$ cat src/rtl/arf_pkg.sv
// Package for the auto rate fallback controller.
// Holds command codes, register indexes, reset values and shared structs.
// No dependencies.
`timescale 1ns / 1ps
`default_nettype none

package arf_pkg;

  localparam int CMD_W     = 2;
  localparam int ATTEMPT_W = 8;
  localparam int SUCCESS_W = 12;
  localparam int RATE_W    = 4;
  localparam int TIMER_W   = 32;
  localparam int THR_W     = 12;
  localparam int CFG_THR_W = 10;
  localparam int NRATES_W  = 5;
  localparam int CFG_IDX_W = 3;
  localparam int CFG_DAT_W = 32;

  localparam logic [CMD_W-1:0] CMD_QUERY  = 2'd0;
  localparam logic [CMD_W-1:0] CMD_COMMIT = 2'd1;
  localparam logic [CMD_W-1:0] CMD_TICK   = 2'd2;

  localparam logic [CFG_IDX_W-1:0] REG_TIMER_TICKS = 3'd0;
  localparam logic [CFG_IDX_W-1:0] REG_EXP_BACKOFF = 3'd1;
  localparam logic [CFG_IDX_W-1:0] REG_INIT_THR    = 3'd2;
  localparam logic [CFG_IDX_W-1:0] REG_MAX_THR     = 3'd3;
  localparam logic [CFG_IDX_W-1:0] REG_NUM_RATES   = 3'd4;

  localparam logic [TIMER_W-1:0]   RST_TIMER_TICKS = 32'd1000;
  localparam logic [CFG_THR_W-1:0] RST_INIT_THR    = 10'd10;
  localparam logic [CFG_THR_W-1:0] RST_MAX_THR     = 10'd50;
  localparam logic [NRATES_W-1:0]  RST_NUM_RATES   = 5'd8;

  localparam logic [ATTEMPT_W-1:0] PROBE_FAIL_ATTEMPT = 8'd2;
  localparam logic [ATTEMPT_W-1:0] DOWN_ATTEMPT       = 8'd3;
  localparam logic [THR_W-1:0]     THR_SAT            = 12'hFFF;

  typedef struct packed {
    logic [TIMER_W-1:0]   timer_ticks;
    logic                 exp_backoff;
    logic [CFG_THR_W-1:0] init_thr;
    logic [CFG_THR_W-1:0] max_thr;
    logic [NRATES_W-1:0]  num_rates;
  } arf_cfg_t;

  typedef struct packed {
    logic [RATE_W-1:0] proposed_rate;
    logic              clear_success;
    logic              invalid_rate;
  } arf_result_t;

endpackage

`default_nettype wire

$ cat src/rtl/auto_rate_fallback_controller.sv
// A result is registered and appears in the cycle after its request is accepted.
// Throughput: one request per cycle while the output is not stalled; the single
// decision stage between the controller state and the result register sets that figure.
// A waiting result does not block the next request while the output is not stalled.
// Reset (rst, synchronous, active high) restores the register defaults,
// clears the rate, flags and timer, and loads the initial success threshold.
`timescale 1ns / 1ps
`default_nettype none

// Top level of the auto rate fallback controller.
// Instantiates arf_cfg_regs and arf_core; uses arf_pkg.
module auto_rate_fallback_controller
  import arf_pkg::*;
#(
  parameter int MAX_RATES = 16
) (
  input  wire logic                 clk,
  input  wire logic                 rst,
  // Request channel.
  input  wire logic                 in_valid,
  output logic                      in_stall,
  input  wire logic [CMD_W-1:0]     command,
  input  wire logic [ATTEMPT_W-1:0] attempt_count,
  input  wire logic [SUCCESS_W-1:0] success_count,
  input  wire logic [RATE_W-1:0]    rate_index,
  // Result channel.
  output logic                      out_valid,
  input  wire logic                 out_stall,
  output logic [RATE_W-1:0]         proposed_rate,
  output logic                      clear_success,
  output logic                      invalid_rate,
  // Configuration write channel.
  input  wire logic                 cfg_valid,
  output logic                      cfg_ready,
  input  wire logic [CFG_IDX_W-1:0] cfg_index,
  input  wire logic [CFG_DAT_W-1:0] cfg_data
);

  arf_cfg_t    cfg;
  arf_result_t result;
  logic        accept;

  // The result register can take a new request whenever it is empty or its
  // current content leaves in this same cycle.
  assign in_stall  = out_valid && out_stall;
  assign accept    = in_valid && !in_stall;
  // Registers are always writable; the host must only write while the block is idle.
  assign cfg_ready = 1'b1;

  arf_cfg_regs u_cfg (
    .clk      (clk),
    .rst      (rst),
    .wr_en    (cfg_valid && cfg_ready),
    .wr_index (cfg_index),
    .wr_data  (cfg_data),
    .cfg      (cfg)
  );

  // The core updates its state on the same edge that captures the result.
  arf_core #(
    .MAX_RATES (MAX_RATES)
  ) u_core (
    .clk           (clk),
    .rst           (rst),
    .accept        (accept),
    .cfg           (cfg),
    .command       (command),
    .attempt_count (attempt_count),
    .success_count (success_count),
    .rate_index    (rate_index),
    .result        (result)
  );

  always_ff @(posedge clk) begin
    if (rst) begin
      out_valid <= 1'b0;
    end else if (accept) begin
      out_valid <= 1'b1;
    end else if (!out_stall) begin
      out_valid <= 1'b0;
    end
  end

  // Result payload needs no reset; it is qualified by out_valid.
  always_ff @(posedge clk) begin
    if (accept) begin
      proposed_rate <= result.proposed_rate;
      clear_success <= result.clear_success;
      invalid_rate  <= result.invalid_rate;
    end
  end

endmodule

`default_nettype wire

$ cat src/rtl/arf_cfg_regs.sv
// Configuration register file of the auto rate fallback controller.
// Depends on arf_pkg.
`timescale 1ns / 1ps
`default_nettype none

module arf_cfg_regs
  import arf_pkg::*;
(
  input  wire logic                 clk,
  input  wire logic                 rst,
  input  wire logic                 wr_en,
  input  wire logic [CFG_IDX_W-1:0] wr_index,
  input  wire logic [CFG_DAT_W-1:0] wr_data,
  output arf_cfg_t                  cfg
);

  // Writes to indexes beyond the register list are dropped.
  always_ff @(posedge clk) begin
    if (rst) begin
      cfg.timer_ticks <= RST_TIMER_TICKS;
      cfg.exp_backoff <= 1'b0;
      cfg.init_thr    <= RST_INIT_THR;
      cfg.max_thr     <= RST_MAX_THR;
      cfg.num_rates   <= RST_NUM_RATES;
    end else if (wr_en) begin
      case (wr_index)
        REG_TIMER_TICKS: cfg.timer_ticks <= wr_data[TIMER_W-1:0];
        REG_EXP_BACKOFF: cfg.exp_backoff <= wr_data[0];
        REG_INIT_THR:    cfg.init_thr    <= wr_data[CFG_THR_W-1:0];
        REG_MAX_THR:     cfg.max_thr     <= wr_data[CFG_THR_W-1:0];
        REG_NUM_RATES:   cfg.num_rates   <= wr_data[NRATES_W-1:0];
        default: begin
        end
      endcase
    end
  end

endmodule

`default_nettype wire

$ cat src/rtl/arf_core.sv
// Rate decision logic and controller state of the auto rate fallback block.
// Depends on arf_pkg; configuration comes from arf_cfg_regs.
`timescale 1ns / 1ps
`default_nettype none

module arf_core
  import arf_pkg::*;
#(
  parameter int MAX_RATES = 16
) (
  input  wire logic                 clk,
  input  wire logic                 rst,
  input  wire logic                 accept,
  input  wire arf_cfg_t             cfg,
  input  wire logic [CMD_W-1:0]     command,
  input  wire logic [ATTEMPT_W-1:0] attempt_count,
  input  wire logic [SUCCESS_W-1:0] success_count,
  input  wire logic [RATE_W-1:0]    rate_index,
  output arf_result_t               result
);

  // Wide enough for the clamped rate count and for the 5-bit register value.
  localparam int CLOG_W = $clog2(MAX_RATES + 1);
  localparam int CNT_W  = (CLOG_W > NRATES_W) ? CLOG_W : NRATES_W;
  localparam logic [CNT_W-1:0] MAX_CNT = CNT_W'(MAX_RATES);
  localparam logic [CNT_W-1:0] ONE_CNT = CNT_W'(1);

  logic [RATE_W-1:0]  current_rate, current_rate_next;
  logic               probe_pending, probe_pending_next;
  logic               timeout_flag, timeout_flag_next;
  logic [THR_W-1:0]   success_threshold, success_threshold_next;
  logic               timer_armed, timer_armed_next;
  logic [TIMER_W-1:0] timer_remaining, timer_remaining_next;

  logic [CNT_W-1:0]  cnt_raw, rate_cnt, top, cur_ext, chosen_ext, up_ext;
  logic [RATE_W-1:0] up_rate, down_rate;
  logic [THR_W:0]    thr_dbl;
  logic [THR_W-1:0]  thr_half, init_ext;

  always_comb begin
    cnt_raw = CNT_W'(cfg.num_rates);
    if (cnt_raw == '0) begin
      rate_cnt = ONE_CNT;
    end else if (cnt_raw > MAX_CNT) begin
      rate_cnt = MAX_CNT;
    end else begin
      rate_cnt = cnt_raw;
    end
    top        = rate_cnt - ONE_CNT;
    cur_ext    = CNT_W'(current_rate);
    chosen_ext = CNT_W'(rate_index);
    up_ext     = (cur_ext < top) ? cur_ext + ONE_CNT : cur_ext;
    up_rate    = up_ext[RATE_W-1:0];
    down_rate  = (current_rate != '0) ? current_rate - RATE_W'(1) : current_rate;
    init_ext   = THR_W'(cfg.init_thr);
    thr_dbl    = {success_threshold, 1'b0};
    thr_half   = success_threshold >> 1;
  end

  always_comb begin
    current_rate_next      = current_rate;
    probe_pending_next     = probe_pending;
    timeout_flag_next      = timeout_flag;
    success_threshold_next = success_threshold;
    timer_armed_next       = timer_armed;
    timer_remaining_next   = timer_remaining;
    result.proposed_rate   = current_rate;
    result.clear_success   = 1'b0;
    result.invalid_rate    = 1'b0;

    case (command)
      CMD_QUERY: begin
        if (timeout_flag) begin
          result.proposed_rate = up_rate;
        end else if ((probe_pending && attempt_count == PROBE_FAIL_ATTEMPT) ||
                     attempt_count >= DOWN_ATTEMPT) begin
          result.proposed_rate = down_rate;
        end else if (success_count == success_threshold) begin
          result.proposed_rate = up_rate;
        end
      end
      CMD_COMMIT: begin
        if (chosen_ext > top) begin
          result.invalid_rate = 1'b1;
        end else begin
          timeout_flag_next = 1'b0;
          if (rate_index == current_rate) begin
            probe_pending_next = 1'b0;
          end else begin
            timer_armed_next     = 1'b0;
            timer_remaining_next = '0;
            if (rate_index < current_rate) begin
              timer_armed_next     = 1'b1;
              timer_remaining_next = cfg.timer_ticks;
              if (probe_pending) begin
                // Failed probe: with backoff on, back off by raising the threshold.
                probe_pending_next = 1'b0;
                if (cfg.exp_backoff &&
                    success_threshold < THR_W'(cfg.max_thr)) begin
                  success_threshold_next = thr_dbl[THR_W] ? THR_SAT
                                                          : thr_dbl[THR_W-1:0];
                end
              end else if (cfg.exp_backoff) begin
                success_threshold_next = (thr_half < init_ext) ? init_ext : thr_half;
              end
            end else begin
              probe_pending_next = 1'b1;
            end
            current_rate_next    = rate_index;
            result.clear_success = 1'b1;
          end
        end
      end
      CMD_TICK: begin
        if (timer_armed) begin
          if (timer_remaining > TIMER_W'(1)) begin
            timer_remaining_next = timer_remaining - TIMER_W'(1);
          end else begin
            timer_armed_next     = 1'b0;
            timer_remaining_next = '0;
            if (cur_ext != top) begin
              timeout_flag_next = 1'b1;
            end
          end
        end
      end
      default: begin
      end
    endcase
  end

  always_ff @(posedge clk) begin
    if (rst) begin
      current_rate      <= '0;
      probe_pending     <= 1'b0;
      timeout_flag      <= 1'b0;
      success_threshold <= THR_W'(RST_INIT_THR);
      timer_armed       <= 1'b0;
      timer_remaining   <= '0;
    end else if (accept) begin
      current_rate      <= current_rate_next;
      probe_pending     <= probe_pending_next;
      timeout_flag      <= timeout_flag_next;
      success_threshold <= success_threshold_next;
      timer_armed       <= timer_armed_next;
      timer_remaining   <= timer_remaining_next;
    end
  end

endmodule

`default_nettype wire

$ cat config.mk
export PLATFORM = sky130hd
export DESIGN_NAME = auto_rate_fallback_controller
export DESIGN_NICKNAME = d
export VERILOG_FILES = /design/src/rtl/arf_pkg.sv /design/src/rtl/auto_rate_fallback_controller.sv /design/src/rtl/arf_cfg_regs.sv /design/src/rtl/arf_core.sv
export SDC_FILE = /design/constraint.sdc
export NUM_CORES = 1
export LEC_CHECK = 0
export ABC_AREA = 1
export BUFFER_PORTS_ARGS = -buffer_cell sky130_fd_sc_hd__buf_2
export CAP_MARGIN = 0
export CORE_MARGIN = 2
export CORE_UTILIZATION = 37
export DETAILED_ROUTE_END_ITERATION = 8
export GPL_TIMING_DRIVEN = 0
export PLACE_DENSITY = 0.5
export SLEW_MARGIN = 20
export SYNTH_ARGS = -nofsm -noshare
export SYNTH_HDL_FRONTEND = slang
export SYNTH_HIERARCHICAL = 1
export SYNTH_SLANG_ARGS = --single-unit
$ cat constraint.sdc
create_clock -name clk -period 6.1 [get_ports clk]
set_clock_uncertainty 0.2 [all_clocks]
set_input_delay 0.61 -clock clk [delete_from_list [all_inputs] [get_ports clk]]
set_output_delay 0.61 -clock clk [all_outputs]
set_load 0.01 [all_outputs]
==> Flow_metrics.wiki, run 1 <==
{| class="wikitable"
! Metric !! Value
|-
| Outcome || finished, final reports clean
|-
| Transition at the pin with the smallest max-transition slack || 0.620 ns
|-
| Core area || 0.0202 mm^2
|-
| Total negative setup slack || 0 ns
|-
| Most common cell after layout, fill and taps aside || nand2_1
|-
| Slew margin rel. || 0.586
|-
| Proportion of layout cells with a drive suffix above 1 || 0.138
|-
| Worst setup path start || u_cfg/cfg[2]$_SDFFE_PP0P_
|-
| Number of synthesized register bits || 116
|-
| PwrDens || 256 mW/mm^2
|-
| Number of instances on the worst hold path || 2
|-
| Die width || 147 um
|-
| Die Area || 0.0216 mm^2
|-
| Crit path arrival time || 3.25 ns
|-
| DP Wirelength || 17.3 mm
|-
| Worst Path Max Fanout || 10
|-
| Final worst path period need || 3.14 ns
|-
| Post-route antenna net violation count || 0
|-
| Port-buffer cells || 73
|-
| Sequential cell area fraction in the yosys report || 0.315
|-
| Clock edge transition at the registers on the reported setup and hold paths || 0.06 ns
|-
| FF-to-FF End || u_core/timer_remaining[22]$_SDFFE_PP0P_
|-
| Path type of the worst setup path || reg2reg
|-
| Routability Congestion || 0.857
|-
| Part of the total power dissipated in sequential elements || 0.365
|-
| Via count || 7309
|-
| Number of antenna violations at the first check in global routing || 0
|-
| Gate Count Post-Synth || 1175
|-
| Number of buffers inserted by hold repair at cts || 0
|-
| CTS HTree Levels || 4
|-
| HP Start || rst
|-
| Final setup fails || 0
|-
| Clock network fraction of total power || 0.431
|-
| Root buffer cell || clkbuf_16
|-
| Beginning of the worst register-to-register path || u_cfg/cfg[2]$_SDFFE_PP0P_
|-
| Overall global routing resource usage || 0.212
|-
| Data required time at the worst endpoint || 6.21 ns
|-
| Number of iterations in the first detailed-routing pass || 5
|-
| PostCTS Resize Cnt || 0
|-
| Net count reported at finish || 1366
|-
| Number of endpoints with negative hold slack in the final report || 0
|-
| Portion of synthesized cell area occupied by the leading cell type || 0.291
|-
| Main area contributors after synthesis || dfxtp_1, nand2_1, nor2_1, nand3_1, inv_1
|-
| Period utilisation layout || 0.515
|-
| WL/cell || 14.4 um
|-
| Commonest cells after routing, fill and taps aside || nand2_1, nor2_1, inv_1
|-
| Post-detailed-routing wire length || 22.3 mm
|-
| Switching share of power || 0.316
|-
| Post-Syn Area || 0.00756 mm^2
|-
| Mapped Nets || 1274
|-
| Number of distinct library cells after synthesis || 46
|-
| TritonCTS clock tree || yes
|-
| Startpoint types || register
|-
| Buffer count from post-CTS setup fixing || 0
|-
| Worst min path class || in2reg
|-
| Via density per instance || 4.72
|-
| Yosys warning count || 6
|-
| Post-synthesis area per instance || 6.43 um^2
|-
| Setup repair after global routing missed its margin || no
|-
| Setup crit end kind || register
|-
| Initial core utilization || 0.375
|-
| Inserted Clock Buffers || 17
|-
| Area growth from synthesis to layout || 16.9%
|-
| Final core utilization || 0.438
|-
| FILL cells || 2233
|-
| Min setup slack post-route || 2.96 ns
|-
| DRC || 0
|-
| Maximum count of clock buffers along a single path || 2
|-
| Cell count of the worst reg-to-reg path || 17
|-
| Maximum clock rate || 318 MHz
|-
| Final Max Slew Viols || 0
|-
| Worst skew pair latency || 0.42 ns
|-
| Number of max-cap violations || 0
|-
| Global-route wire length before repair || 36.0 mm
|-
| First DRT Iteration DRCs || 431
|-
| Power dissipated by switching net loads || 717 uW
|-
| Leakage || 4.37 nW
|-
| # IOs || 75
|-
| Number of placement rows || 52
|-
| Worst setup timing slack at the placement stage || 2.93 ns
|-
| Hold-critical path endpoint || out_valid$_SDFFE_PP0P_
|-
| Die height || 147 um
|-
| Ant diodes || 0
|-
| Part of the total power dissipated in combinational logic || 0.203
|-
| Pin count of the biggest net entering global routing || 17
|-
| Most area-hungry cell type in the Yosys netlist || dfxtp_1
|-
| Via count of the first global-routing pass || 6984
|-
| IR drop worst, VDD || 202 uV
|-
| Design internal power || 1.55 mW
|-
| Number of enable flip-flop cells after synthesis || 6
|-
| R2R Setup Slk || 2.96 ns
|-
| Synth async-reset ratio || 0
|-
| Synth Flop Type || dfxtp_1
|-
| Number of clock sinks || 116
|-
| Total congestion overflow || 0
|}
[layout make-up]
cell class | count | area [um^2] | share of cell area
Buffer | 41 | 280 | 0.0317
Sequential cell | 116 | 2380 | 0.270
Timing Repair Buffer | 73 | 365 | 0.0414
Multi-Input combinational cell | 881 | 4380 | 0.495
Clock buffer | 18 | 450 | 0.0510
Tap cell | 270 | 338 | 0.0382
Inverter | 137 | 517 | 0.0585
Clock inverter | 14 | 125 | 0.0142
[sequential cells by signal, summed over array words and instances, names as in the netlist]
signal                    count
u_core/current_rate           4
invalid_rate                  1
u_core/timeout_flag           1
u_core/probe_pending          1
u_core/timer_armed            1
clear_success                 1
out_valid                     1
u_core/timer_remaining       32
proposed_rate                 4
u_cfg/cfg                    58
u_core/success_threshold     12
[kinds of logic after synthesis]
logic type | count (synthesis) | synth area share
AOI/OAI and AO/OA | 112 | 0.0843
xor gates and xnor gates | 40 | 0.0464
adders and majority gates | 33 | 0.0546
buffers and inverters | 178 | 0.105
DFF | 116 | 0.315
other | 1 | 0.000496
and+or+nand+nor | 695 | 0.393
[layer usage]
metal  wire, um  GRT usage  part of all wire  vias up
met4        434     0.0663             0.019        0
li1           -          -                 -     3898
met2      10500      0.362              0.47      139
met1      10700      0.273              0.48     3248
met3        778     0.0388             0.035       24
met5          0          0                 0        -
[how the worst max path moves through the flow]
stage	to	slack, ns	cells after the start
after floorplan	u_core/success_threshold[6]$_SDFFE_PP0P_	3.34	19
after global placement	u_core/timer_remaining[22]$_SDFFE_PP0P_	2.94	17
after detailed placement	u_core/timer_remaining[31]$_SDFFE_PP0P_	2.93	18
after CTS	u_core/timer_remaining[24]$_SDFFE_PP0P_	2.92	18
after global routing	u_core/timer_remaining[8]$_SDFFE_PP0P_	2.63	18
final	u_core/timer_remaining[22]$_SDFFE_PP0P_	2.96	17
[power groups by stage]
stage | clock [mW] | sequential [mW] | combinational, mW
after CTS | 0.999 | 0.828 | 0.462
after detailed placement | 0 | 0.844 | 0.459
final | 0.978 | 0.828 | 0.461
after global placement | 0 | 0.844 | 0.459
after floorplan | 0 | 0.837 | 0.340
after global routing | 1.04 | 0.832 | 0.522
[through the flow]
stage | std cells | instance area (um^2) | hold slack (ns) | power, mW
floorplan | 1175 | 7560 | 0.229 | 1.18
global placement | 1518 | 8260 | 0.242 | 1.30
detailed placement | 1518 | 8260 | 0.259 | 1.30
CTS | 1550 | 8830 | 0.196 | 2.29
global route | 1550 | 8830 | 0.205 | 2.39
finish | 1550 | 8830 | 0.216 | 2.27
[Yosys cell counts (10+ instances only)]
cell / instances
clkbuf_1: 10
nand2_1: 301
buf_6: 11
buf_2: 11
xor2_1: 35
nor2_2: 11
nand3_1: 96
ha_1: 33
nand4_1: 19
nor2_1: 233
nor3_1: 10
inv_1: 128
o21ai_0: 43
o21ai_1: 25
dfxtp_1: 110
a21oi_1: 26
[critical path, cell delays in order (launching register included)]
cell	delay [ns]
dfxtp_1	0.33
nor2_1	0.16
nand3_1	0.11
and2_1	0.20
ha_1	0.23
xor2_1	0.25
ha_1	0.30
nand2_1	0.08
nor2_1	0.04
nor2_1	0.07
nand2_1	0.08
a21oi_2	0.17
o21ai_4	0.08
nand3_4	0.10
nand4_4	0.22
buf_6	0.26
nor2_1	0.12
nor2_1	0.05
Note: power is estimated with default switching activity, not from simulation.
==> run 2: changes to the inputs <==
--- a/config.mk
+++ b/config.mk
@@ -12,7 +12,7 @@
 export CORE_UTILIZATION = 37
 export DETAILED_ROUTE_END_ITERATION = 8
 export GPL_TIMING_DRIVEN = 0
-export PLACE_DENSITY = 0.5
+export PLACE_DENSITY = 0.52
 export SLEW_MARGIN = 20
 export SYNTH_ARGS = -nofsm -noshare
 export SYNTH_HDL_FRONTEND = slang
==> constraint.sdc (replaced) <==
create_clock -name clk -period 2.8 [get_ports clk]
set_clock_uncertainty 0.2 [all_clocks]
set_input_delay 0.28 -clock clk [delete_from_list [all_inputs] [get_ports clk]]
set_output_delay 0.28 -clock clk [all_outputs]
set_load 0.01 [all_outputs]
==> Flow_metrics.wiki, run 2 (synthesis results as in run 1) <==
{| class="wikitable"
! Metric !! Value
|-
| Outcome || finished, violations left
|-
| Failing checks || negative setup slack
|-
| Number of antenna violations at the first check in global routing || 0 (unchanged)
|-
| Transition at the pin with the smallest max-transition slack || 0.856 ns (+0.236 ns)
|-
| Maximum count of clock buffers along a single path || 2 (unchanged)
|-
| Part of the total power dissipated in combinational logic || 0.231 (+0.028)
|-
| Crit path arrival time || 3.02 ns (-0.23 ns)
|-
| Power consumption || 5.09 mW (+120%)
|-
| Area growth from synthesis to layout || 30.3%
|-
| Switching share of power || 0.315 (-0.00162)
|-
| Net count reported at finish || 1435 (+5.1%)
|-
| # IOs || 75 (unchanged)
|-
| Total congestion overflow || 0 (unchanged)
|-
| WL/cell || 14.7 um (+1.7%)
|-
| Number of iterations in the first detailed-routing pass || 5 (unchanged)
|-
| Placed cell area || 0.00826 mm^2 (unchanged)
|-
| Critical Path, Cell by Cell || nor2_1 -> nand3_2 -> buf_4 -> buf_4 -> buf_4 -> buf_4 -> buf_4 -> buf_4 -> buf_4 -> buf_4 -> nand3_1 -> nand2_2 -> nand2_4 -> o21ai_4 -> nand3_4 -> nand4_4 -> buf_4 -> nor2_1 -> nor2_1
|-
| Worst Path Max Fanout || 5 (-5)
|-
| Post-detailed-routing wire length || 23.7 mm (+6.2%)
|-
| Startpoint types || register
|-
| Final worst path period need || 2.90 ns (-0.243 ns)
|-
| Proportion of layout cells with a drive suffix above 1 || 0.202 (+0.0633)
|-
| Maximum clock rate || 345 MHz (+8.4%)
|-
| Final Max Slew Viols || 0 (unchanged)
|-
| Ant diodes || 0 (unchanged)
|-
| Number of endpoints with negative hold slack in the final report || 0 (unchanged)
|-
| Routability Congestion || 0.871 (+1.5%)
|-
| CTS HTree Levels || 4 (unchanged)
|-
| Number of clock sinks || 116 (unchanged)
|-
| Core area || 0.0202 mm^2 (unchanged)
|-
| Setup repair after global routing missed its margin || yes
|-
| Part of the total power dissipated in sequential elements || 0.354 (-0.011)
|-
| Number of max-cap violations || 0 (unchanged)
|-
| Pin count of the biggest net entering global routing || 17 (unchanged)
|-
| Maximum single-stage delay on the critical path || 0.33 ns (about the same)
|-
| Inserted Clock Buffers || 17 (unchanged)
|-
| Most common cell after layout, fill and taps aside || nand2_1
|-
| Slew margin rel. || 0.429 (-0.157)
|-
| PwrDens || 517 mW/mm^2 (+100%)
|-
| DP Wirelength || 17.2 mm (-0.86%)
|-
| Largest register by flop count || u_cfg/cfg
|-
| First DRT Iteration DRCs || 382 (-11%)
|-
| Power dissipated by switching net loads || 1.60 mW (+120%)
|-
| Design internal power || 3.49 mW (+130%)
|-
| Global-route wire length before repair || 37.6 mm (+4.5%)
|-
| Leakage || 4.70 nW (+7.6%)
|-
| Path type of the worst setup path || reg2reg
|-
| Via count of the first global-routing pass || 7294 (+4.4%)
|-
| Via density per instance || 4.80 (+1.8%)
|-
| Largest regs || u_cfg/cfg: 58 flops, u_core/timer_remaining: 32 flops, u_core/success_threshold: 12 flops
|-
| Critical path's slowest cell || dfxtp_2
|-
| Min setup slack post-route || -0.0998 ns (-3.06 ns)
|-
| Port-buffer cells || 73 (unchanged)
|-
| Final setup fails || 42 (+42)
|-
| Max FFs per register || 58 (unchanged)
|-
| Post-route antenna net violation count || 0 (unchanged)
|-
| Die height || 147 um (unchanged)
|-
| DRC || 0 (unchanged)
|-
| Period utilisation layout || 1.04 (+0.520)
|-
| Cell area after layout || 0.00985 mm^2 (+11%)
|-
| IR drop worst, VDD || 454 uV (+120%)
|-
| Root buffer cell || clkbuf_16
|-
| Die Area || 0.0216 mm^2 (unchanged)
|-
| Overall global routing resource usage || 0.221 (+0.00901)
|-
| Initial core utilization || 0.375 (unchanged)
|-
| TritonCTS clock tree || yes
|-
| Die width || 147 um (unchanged)
|-
| Clock network fraction of total power || 0.415 (-0.016)
|-
| Via count || 7773 (+6.3%)
|-
| Setup crit end kind || register
|-
| Data required time at the worst endpoint || 2.92 ns (-3.29 ns)
|-
| Commonest cells after routing, fill and taps aside || nand2_1, nor2_1, inv_1
|-
| Worst min path class || in2reg
|-
| Worst skew pair latency || 0.42 ns (about the same)
|-
| Number of placement rows || 52 (unchanged)
|-
| Clock edge transition at the registers on the reported setup and hold paths || 0.06 ns (about the same)
|-
| Cell with the most instances on the worst path || buf_4
|}
==> run 2: per-stage QoR <==
stage               std cells  setup WS (ns)  hold WS (ns)   util  setup TNS, ns
floorplan                1175         0.0377         0.142      -              0
global placement         1518         -0.348         0.257  0.409         -14.88
detailed placement       1518         -0.357         0.253  0.409         -15.20
CTS                      1611         -0.108      0.000750  0.474          -3.83
global route             1619         -0.237        0.0815  0.488          -9.18
finish                   1619        -0.0998        0.0309  0.488          -2.31
==> run 2: area by class of cell <==
| cell class | instances | area, um^2 |
|---|---|---|
| tap | 270 | 338 |
| timing repair buffer | 139 | 1020 |
| sequential | 116 | 2390 |
| clock inverter | 11 | 104 |
| clock buffer | 21 | 470 |
| inverter | 137 | 526 |
| buffer | 41 | 285 |
| multi-input combinational | 884 | 4710 |
| fill | 2128 | 10300 |
==> run 2: what timing repair did <==
item | in CTS | in global routing
gates resized for setup | 43 | 60
pin swaps | 20 | 24
cloned | 5 | 4
endpoints found under the hold margin | 38 | 0
hold buffers | 35 | 0
setup endpoints to repair | 55 | 56
setup buffers | 21 | 4
==> run 2: final timing paths <==
| path | to | slack (ns) | start | depth (start not counted) |
|---|---|---|---|---|
| hold / removal | u_cfg/cfg[41]$_SDFFE_PP0P_ | 0.03 | cfg_data[15] | 5 |
| setup / recovery | u_core/timer_remaining[17]$_SDFFE_PP0P_ | -0.1 | u_cfg/cfg[1]$_SDFFE_PP0P_ | 19 |
| hold reg to reg | u_cfg/cfg[6]$_SDFFE_PP1P_ | 0.27 | u_cfg/cfg[6]$_SDFFE_PP1P_ | 2 |
| setup reg to reg | u_core/timer_remaining[17]$_SDFFE_PP0P_ | -0.1 | u_cfg/cfg[1]$_SDFFE_PP0P_ | 19 |
==> run 2: power groups by stage <==
stage | clock (mW) | sequential, mW | combinational (mW)
global route | 2.24 | 1.81 | 1.32
global placement | 0 | 1.84 | 0.998
finish | 2.11 | 1.80 | 1.18
floorplan | 0 | 1.82 | 0.741
CTS | 2.16 | 1.80 | 1.12
detailed placement | 0 | 1.84 | 1.00
==> run 2: layer usage <==
layer | routed length (um) | part of all wire | vias up | GRT usage
li1 | - | - | 4031 | -
met1 | 11000 | 0.47 | 3525 | 0.290
met2 | 11200 | 0.47 | 183 | 0.365
met3 | 898 | 0.038 | 34 | 0.0342
met4 | 586 | 0.025 | 0 | 0.0894
met5 | 0 | 0 | - | 0
==> run 2: critical path: cells and delay by family (launching register included) <==
family                 cells  cell delay (ns)
buffers and inverters      9             1.26
flip-flops                 1             0.33
AND/OR/NAND/NOR            9             0.95
AO/OA/AOI/OAI              1             0.07
==> run 3: changes to the inputs <==
--- a/config.mk
+++ b/config.mk
@@ -12,7 +12,7 @@
 export CORE_UTILIZATION = 37
 export DETAILED_ROUTE_END_ITERATION = 8
 export GPL_TIMING_DRIVEN = 0
-export PLACE_DENSITY = 0.52
+export PLACE_DENSITY = 0.5
 export SLEW_MARGIN = 20
 export SYNTH_ARGS = -nofsm -noshare
 export SYNTH_HDL_FRONTEND = slang
==> constraint.sdc (replaced) <==
create_clock -name clk -period 3.1 [get_ports clk]
set_clock_uncertainty 0.2 [all_clocks]
set_input_delay 0.31 -clock clk [delete_from_list [all_inputs] [get_ports clk]]
set_output_delay 0.31 -clock clk [all_outputs]
set_load 0.01 [all_outputs]
==> Flow_metrics.wiki, run 3 (synthesis results as in run 1) <==
{| class="wikitable"
! Metric !! Value
|-
| Total congestion overflow || 0 (unchanged)
|-
| CTS HTree Levels || 4 (unchanged)
|-
| Maximum count of clock buffers along a single path || 2 (unchanged)
|-
| R2R Setup Slk || 0.20 ns (+0.30 ns)
|-
| Outcome || finished, final reports clean
|-
| Post-route antenna net violation count || 0 (unchanged)
|-
| # IOs || 75 (unchanged)
|-
| Global-route wire length before repair || 36.5 mm (-2.8%)
|-
| Most common cell after layout, fill and taps aside || nand2_1
|-
| Core area || 0.0202 mm^2 (unchanged)
|-
| Number of clock sinks || 116 (unchanged)
|-
| Leakage || 4.55 nW (-3.1%)
|-
| Inserted Clock Buffers || 17 (unchanged)
|-
| WL/cell || 14.5 um (-1.0%)
|-
| Setup repair after global routing missed its margin || no
|-
| Crit path arrival time || 3.06 ns (+0.04 ns)
|-
| Final worst path period need || 2.90 ns (-0.000227 ns)
|-
| Via count of the first global-routing pass || 7132 (-2.2%)
|-
| Metal2 WL || 10.9 mm (-3.1%)
|-
| Proportion of layout cells with a drive suffix above 1 || 0.156 (-0.0451)
|-
| Post-detailed-routing wire length || 22.9 mm (-3.4%)
|-
| Die width || 147 um (unchanged)
|-
| IR drop worst, VDD || 398 uV (-12%)
|-
| Number of endpoints with negative hold slack in the final report || 0 (unchanged)
|-
| DP Wirelength || 17.3 mm (+0.86%)
|-
| Slew margin rel. || 0.583 (+0.154)
|-
| Ant diodes || 0 (unchanged)
|-
| Overall global routing resource usage || 0.215 (-0.00570)
|-
| Net count reported at finish || 1396 (-2.7%)
|-
| Maximum clock rate || 345 MHz (about the same)
|-
| Final core utilization || 0.460 (-0.0281)
|-
| Largest regs || u_cfg/cfg: 58 flops, u_core/timer_remaining: 32 flops, u_core/success_threshold: 12 flops
|-
| Setup crit end kind || register
|-
| Number of placement rows || 52 (unchanged)
|-
| Port-buffer cells || 73 (unchanged)
|-
| Final Max Slew Viols || 0 (unchanged)
|-
| Placed cell area || 0.00826 mm^2 (unchanged)
|-
| Number of instances on the worst hold path || 5 (unchanged)
|-
| Worst Path Max Fanout || 7 (+2)
|-
| Max FFs per register || 58 (unchanged)
|-
| Transition at the pin with the smallest max-transition slack || 0.625 ns (-0.231 ns)
|-
| Uppermost metal layer occupied by signal nets || met4
|-
| Metal3 WL || 836 um (-6.9%)
|-
| Data required time at the worst endpoint || 3.26 ns (+0.34 ns)
|-
| Largest register by flop count || u_cfg/cfg
|-
| Number of max-cap violations || 0 (unchanged)
|-
| Startpoint types || register
|-
| Final setup fails || 0 (-100%)
|-
| Pin count of the biggest net entering global routing || 17 (unchanged)
|-
| Power consumption || 4.53 mW (-11%)
|-
| DRC || 0 (unchanged)
|-
| Initial core utilization || 0.375 (unchanged)
|-
| Number of antenna violations at the first check in global routing || 0 (unchanged)
|-
| Routed met1 length || 10.8 mm (-2.0%)
|-
| Worst min path class || in2reg
|-
| Period utilisation layout || 0.935 (-0.100)
|-
| Path type of the worst setup path || reg2reg
|-
| Commonest cells after routing, fill and taps aside || nand2_1, nor2_1, inv_1
|-
| Via density per instance || 4.73 (-1.4%)
|-
| PwrDens || 488 mW/mm^2 (-5.7%)
|-
| Clock edge transition at the registers on the reported setup and hold paths || 0.06 ns (about the same)
|-
| Root buffer cell || clkbuf_16
|-
| Area growth from synthesis to layout || 22.8%
|-
| Worst skew pair latency || 0.42 ns (about the same)
|-
| Die height || 147 um (unchanged)
|-
| Cell count of the worst reg-to-reg path || 19 (unchanged)
|-
| Die Area || 0.0216 mm^2 (unchanged)
|-
| First DRT Iteration DRCs || 439 (+15%)
|-
| Number of iterations in the first detailed-routing pass || 5 (unchanged)
|-
| Total negative setup slack || 0 ns (+2.31 ns)
|-
| Via count || 7479 (-3.8%)
|-
| Cell area after layout || 0.00928 mm^2 (-5.8%)
|-
| Routability Congestion || 0.857 (-1.5%)
|-
| Fin Hold WS || 0.00796 ns (-0.0229 ns)
|-
| TritonCTS clock tree || yes
|}
[run 3: timing repair]
item | CTS | global route
cloned | 1 | 2
hold endpoints to repair | 22 | 0
gates resized for setup | 5 | 26
hold buffers | 19 | 0
setup endpoints to repair | 36 | 52
setup buffers | 3 | 5
pin swaps | 0 | 11
[run 3: per-stage QoR]
step / setup WS [ns] / instances
after floorplan: 0.338 / 1175
after global placement: -0.0622 / 1518
after detailed placement: -0.0718 / 1518
after CTS: 0.0275 / 1573
after global routing: 0.0148 / 1580
final: 0.200 / 1580
[run 3: layer usage]
layer | global-route usage | vias up
met5 | 0 | -
met3 | 0.0388 | 23
met1 | 0.276 | 3341
met2 | 0.369 | 158
li1 | - | 3957
met4 | 0.0688 | 0
[run 3: final cells by class]
class | count | area (um^2)
fill | 2189 | 10900
multi-input combinational | 881 | 4450
sequential | 116 | 2390
timing repair buffer | 103 | 709
inverter | 137 | 517
clock buffer | 18 | 450
tap | 270 | 338
buffer | 41 | 297
clock inverter | 14 | 125
[run 3: power breakdown]
part	switching, mW	internal [mW]	total, mW
Clock	0.773	1.15	1.93
Sequential	0.0577	1.57	1.63
Combinational	0.601	0.373	0.974
Total	1.43	3.10	4.53
[run 3: final timing paths]
path	from	end
hold / removal	cfg_data[20]	u_cfg/cfg[46]$_SDFFE_PP0P_
setup / recovery	u_cfg/cfg[3]$_SDFFE_PP1P_	u_core/timer_remaining[15]$_SDFFE_PP0P_
hold reg to reg	u_cfg/cfg[9]$_SDFFE_PP1P_	u_cfg/cfg[9]$_SDFFE_PP1P_
setup reg to reg	u_cfg/cfg[3]$_SDFFE_PP1P_	u_core/timer_remaining[15]$_SDFFE_PP0P_
[run 3: worst max-delay path, cell delays in order (launching register included)]
cell and delay, ns:
dfxtp_4 0.36, nor2_4 0.11, nand3_2 0.07, and2_4 0.15
ha_4 0.18, xor2_4 0.18, ha_4 0.23, nand2_1 0.06
nor2_1 0.04, nor2_1 0.09, nand2_1 0.09, a21oi_2 0.19
o21ai_4 0.09, nand3_4 0.08, nand4_4 0.12, buf_8 0.22
clkbuf_16 0.15, nand2_1 0.05, nand2_1 0.04, nor2_1 0.10
